[config.mk]
export PLATFORM = sky130hd
export DESIGN_NAME = tsq_cell
export DESIGN_NICKNAME = d
export VERILOG_FILES = /design/src/hdl/tsq_pkg.sv /design/src/hdl/tsq_cell.sv
export SDC_FILE = /design/constraint.sdc
export NUM_CORES = 1
export LEC_CHECK = 0
export ABC_AREA = 1
export BUFFER_PORTS_ARGS = -buffer_cell sky130_fd_sc_hd__buf_4
export CAP_MARGIN = 10
export CORE_AREA = 2 2 179 137
export CTS_CLUSTER_DIAMETER = 40
export CTS_CLUSTER_SIZE = 24
export DETAILED_ROUTE_END_ITERATION = 16
export DIE_AREA = 0 0 181 139
export HOLD_SLACK_MARGIN = 0.08
export PLACE_DENSITY = 0.51
export SYNTH_ARGS = -nofsm -noshare
export SYNTH_HDL_FRONTEND = slang
export SYNTH_SLANG_ARGS = --single-unit
[constraint.sdc]
create_clock -name clk -period 11.6 [get_ports clk]
set_clock_uncertainty 0.05 [all_clocks]
set_input_delay 2.9 -clock clk [delete_from_list [all_inputs] [get_ports clk]]
set_output_delay 2.9 -clock clk [all_outputs]
set_load 0.01 [all_outputs]
[src/hdl/tsq_pkg.sv]
`default_nettype none

package tsq_pkg;

	// command codes on the input word
	localparam logic CMD_ADD  = 1'b0;
	localparam logic CMD_FIND = 1'b1;

	// fixed width of the operand port
	localparam int OPERAND_W = 32;

	// per-cycle command broadcast to every cell
	typedef struct packed {
		logic ins;      // sorted insert of the new value
		logic load;     // copy table into the walk chains
		logic shift_a;  // low pointer advances
		logic shift_b;  // high pointer retreats
	} cell_ctrl_t;

	// where a cell sits relative to the current fill
	typedef struct packed {
		logic l_occ;    // holds an entry of the low-aligned table
		logic l_new;    // next free slot of the low-aligned table
		logic r_occ;    // holds an entry of the high-aligned table
		logic r_new;    // next free slot of the high-aligned table
	} cell_pos_t;

endpackage

`default_nettype wire

[src/hdl/tsq_cell.sv]
`default_nettype none

// One slot of the sorted chain. Holds the entry of the low-aligned copy (l),
// of the high-aligned copy (r) and two walk registers used during a query.
module tsq_cell #(
	parameter int VALUE_WIDTH = 32
) (
	input  wire                            clk,
	input  wire tsq_pkg::cell_ctrl_t       ctrl,
	input  wire tsq_pkg::cell_pos_t        pos,
	input  wire logic signed [VALUE_WIDTH-1:0] ins_value,
	input  wire logic signed [VALUE_WIDTH-1:0] l_prev,
	input  wire                            l_prev_gt,
	input  wire logic signed [VALUE_WIDTH-1:0] r_next,
	input  wire                            r_next_le,
	input  wire logic signed [VALUE_WIDTH-1:0] a_next,
	input  wire logic signed [VALUE_WIDTH-1:0] b_prev,
	output logic signed [VALUE_WIDTH-1:0]  l_val,
	output logic                           l_gt,
	output logic signed [VALUE_WIDTH-1:0]  r_val,
	output logic                           r_le,
	output logic signed [VALUE_WIDTH-1:0]  a_val,
	output logic signed [VALUE_WIDTH-1:0]  b_val
);

	logic signed [VALUE_WIDTH-1:0] l_q;
	logic signed [VALUE_WIDTH-1:0] r_q;
	logic signed [VALUE_WIDTH-1:0] a_q;
	logic signed [VALUE_WIDTH-1:0] b_q;

	// entries above the new value move toward the top (low-aligned copy);
	// entries at or below it move toward the bottom (high-aligned copy)
	assign l_gt  = pos.l_occ && (l_q > ins_value);
	assign r_le  = pos.r_occ && (r_q <= ins_value);
	assign l_val = l_q;
	assign r_val = r_q;
	assign a_val = a_q;
	assign b_val = b_q;

	always_ff @(posedge clk) begin
		if (ctrl.ins) begin
			if (l_gt || pos.l_new) begin
				l_q <= l_prev_gt ? l_prev : ins_value;
			end
			if (r_le || pos.r_new) begin
				r_q <= r_next_le ? r_next : ins_value;
			end
		end
		// walk chains: a drains toward cell 0, b toward the top cell
		if (ctrl.load) begin
			a_q <= l_q;
			b_q <= r_q;
		end else begin
			if (ctrl.shift_a) begin
				a_q <= a_next;
			end
			if (ctrl.shift_b) begin
				b_q <= b_prev;
			end
		end
	end

endmodule

`default_nettype wire

# == After elaboration in Yosys (flattened, before gate mapping) ==
# Cells that the tools add are included.
# op_classes
n_shift,0
add_sub_neg,0
n_reduce_logical,8
mux,6
n_div,0
n_eq_ne,0
bitwise_logic,0
multipliers,0
order_cmp,2
# op_table
cell,n
$mux 32,6
$gt 32x32->1,1
$le 32x32->1,1
$reduce_and 2->1,2
$reduce_bool 2->1,2
$logic_and 1x1->1,2
$logic_or 1x1->1,2
# totals
ff_bits,128
romBits,0
latchBits,0
mem_count,0
ramBits,0
output_inout_bits,130
elab_cells,20

# == Depth between registers and ports, before layout ==
# logic_depth
word_depth,4
depth_mapped,17
depth_no_buf,17

# == Worst setup path before layout ==
# OpenSTA, ideal clock, no wires.
# synth_path
path_kind,input to output
from,input ins_value[31]
to,output r_le
path_buffers,0
setup_slack_ps,4634
stages,10
arrival_ps,4016
t_required_ps,8650
cell_sequence,inv_1 -> ha_1 -> a21oi_1 -> o21a_1 -> nand2_1 -> a21oi_2 -> nand3_1 -> nand3_2 -> nand2_2 -> inv_1
# synth_between
elab_chain_len,2
# synth_rtl
element,line_no,source
from (decl),tsq_cell.sv:11,"input wire logic signed [VALUE_WIDTH-1:0] ins_value,"
$le 32x32->1,tsq_cell.sv:34,assign r_le = pos.r_occ && (r_q <= ins_value);
$logic_and 1x1->1,tsq_cell.sv:34,
to (decl),tsq_cell.sv:21,"output logic r_le,"
# No other way between the ends.

# == Worst setup path after layout ==
# layout_path
from,input ins_value[31]
to,output l_gt
# layout_between
elab_chain_len,2
# layout_rtl
element,line_no,source
$gt 32x32->1,tsq_cell.sv:33,assign l_gt = pos.l_occ && (l_q > ins_value);
$logic_and 1x1->1,tsq_cell.sv:33,
to (decl),tsq_cell.sv:19,"output logic l_gt,"
# No other way between the ends.

==> out/results.ini <==
[status]
status = completed

[clock_tree]
cts_setup_buffers = 0
clk_pin_slew_worst_paths_ns = 0.06
clock_sink_count = 128
cts_resized = 0
insertion_delay_ns = 0.42
htree_num_levels = 4
cts_root_buf = clkbuf_16
numCtsBuffers = 17
cts_tree = built
cts_buffer_depth = 2
cts_hold_buf = 0

[floorplanning]
initial_core_util_pct = 29.35
dieArea_um2 = 25160
num_rows = 49
ios = 301
die_y_um = 139
core_um2 = 23540
die_x_um = 181

[global_route]
grt_max_degree = 66
grt_pass1_wl_um = 35850
grt_use_total_pct = 18.81
grt_use_met3_pct = 5.200
grt_use_met2_pct = 28.54
busiest_layer = met2
grt_pass1_vias = 6051
grt.overflow.total = 0
grt_antenna_before_repair = 0
grt_use_met1_pct = 26.84

[sta]
rsz0062_at_grt = no
slew-limit-headroom_pct = 30.84
tightest_slew_ns = 1.037
fin_crit_sh_pct = 66.35
hold_viol_final = 0
min_period_ns = 7.696
setup-violations-final = 0
fmax_mhz = 129.9
setup-tns-final_ns = 0
slew_viol_final = 0

[placed_design]
hpwlAfterDp_um = 17460
portBuffers = 300
place.gp.congestion = 0.7523

[synth]
ys_types = 26
synth-async-reset-ratio_pct = 0
synth_cells = 736
yosys-top-cells-count = nand2_1, edfxtp_1, o21ai_0
synth.top_cell.area_share_pct = 55.62
synth.most_common_cell = nand2_1
yosysWarnings = 0
synth_seq_cells = 128
synthFlopType = edfxtp_1
yosys-top-cells-area = edfxtp_1, nand2_1, ha_1
syn_avg_cell_area_um2 = 9.389
synth.net_count = 971
ys_seq_area_share_pct = 55.62
post-synth-top-area-cell = edfxtp_1
synth_area_um2 = 6910
synth-edff-count = 128

[critical_path]
crit_path_max_fanout = 5
worst_ep_required_time_ns = 8.65
worstPathArrival_ns = 4.75
critical_path_class = primary input to output port
startpoint_type = primary input
timing.critical_path.to_type = output port

[finish]
diodes = 0
postLayoutCoreUtil_pct = 42.54
final_nets = 1265
layout-drive-gt1-share_pct = 33.75
areaGrowthSynthToFinish_pct = 44.94

[route]
ant_nets = 0
wl_per_cell_um = 17.61
via_per_inst = 4.523
wl_um = 23750
dr.pass1.iters = 4
drcViolationCount = 0
route.vias.total = 6101
first_iter_violations = 352

[power]
power_density_nw_per_um2 = 132.9
max-vdd-ir-drop_v = 0.00007343
power.leakage_nw = 4.847

[min_path]
hold_class = register to register

[job]
cap_violations = 0

==> where the power goes <==
group          switching, mW  total, mW  internal [mW]
registers             0.0243      0.582          0.558
logic                  0.131      0.251          0.120
clock network          0.224      0.498          0.275
total                  0.379       1.33          0.952
==> final timing paths <==
path	startpoint	endpoint	slack, ns	cells past startpoint
min reg2reg	r_val[22]	b_val[22]	0.54	2
min	r_val[22]	b_val[22]	0.54	2
max reg2reg	r_val[15]	r_val[1]	8.53	14
max	ins_value[31]	l_gt	3.90	13
==> cells in the final DEF (no fill, tap or decap) <==
| cell type | synthesis | layout |
|---|---|---|
| nand2_1 | 314 | 314 |
| buf_4 | 0 | 303 |
| edfxtp_1 | 128 | 128 |
| o21ai_0 | 70 | 70 |
| ha_1 | 64 | 64 |
| inv_1 | 51 | 50 |
| a21oi_1 | 31 | 30 |
| clkbuf_16 | 0 | 17 |
| nor2_1 | 15 | 15 |
| nand3_1 | 5 | 5 |
| inv_2 | 3 | 4 |
| clkinvlp_4 | 0 | 4 |
| inv_6 | 0 | 4 |
| o21ai_1 | 3 | 3 |
| nand4_1 | 3 | 3 |
| clkinv_1 | 2 | 3 |
| o21a_1 | 3 | 3 |
| nand2_2 | 3 | 3 |
| clkinv_4 | 0 | 3 |
| clkinv_2 | 0 | 3 |
| nor3_2 | 2 | 2 |
| nor2_2 | 2 | 2 |
| or2_2 | 2 | 2 |
| a21oi_4 | 0 | 2 |
| o211ai_1 | 1 | 1 |
| a41oi_1 | 1 | 1 |
| a21o_1 | 1 | 1 |
| nand4_2 | 1 | 1 |
| a21oi_2 | 2 | 1 |
| nand3_2 | 1 | 1 |
==> layer usage <==
layer | routed length, um | vias to the layer above
li1 | - | 3059
met2 | 10310 | 225
met3 | 1808 | 14
met4 | 180 | 0
met1 | 11460 | 2803
met5 | 0 | -
==> kinds of logic (layout without fill, tap and decap cells) <==
family,after synthesis,count (layout),share of synthesized area [%]
adders and majority gates,64,64,11.59
AOI/OAI and AO/OA,112,112,8.456
and+or+nand+nor,348,348,19.75
DFF,128,128,55.62
buffers and inverters,84,391,4.581
==> state kept, by name, indices dropped and copies added, names as in the netlist <==
signal and cells:
b_val 32, a_val 32, r_val 32, l_val 32
==> final cells by class <==
type | count | area (um2)
Timing Repair Buffer | 303 | 2275
Inverter | 56 | 210.2
Fill cell | 2430 | 13530
Clock buffer | 17 | 425.4
Multi-Input combinational cell | 524 | 2769
Clock inverter | 15 | 110.1
Sequential cell | 128 | 3844
Tap cell | 306 | 382.9
==> through the flow <==
stage	area, um2	instances	total power [mW]	worst slack [ns]	hold slack [ns]
2_1_floorplan	6910	736	0.6996	4.634	0.5617
3_3_place_gp	9480	1317	0.8438	3.860	0.5203
4_1_cts	10020	1349	1.350	3.860	0.5467
5_1_grt	10020	1349	1.398	3.701	0.5716
6_report	10020	1349	1.331	3.904	0.5422
3_5_place_dp	9480	1317	0.8467	3.872	0.5277
==> worst max-delay path, stage by stage <==
cell	delay, ns
buf_4	0.08
inv_1	0.10
ha_1	0.43
nand4_1	0.13
inv_1	0.10
nand2_1	0.13
nor3_2	0.27
nand2_1	0.13
nand2_1	0.08
nand2_1	0.05
nand3_1	0.15
inv_1	0.06
buf_4	0.14
(Power assumes the default switching activity.)
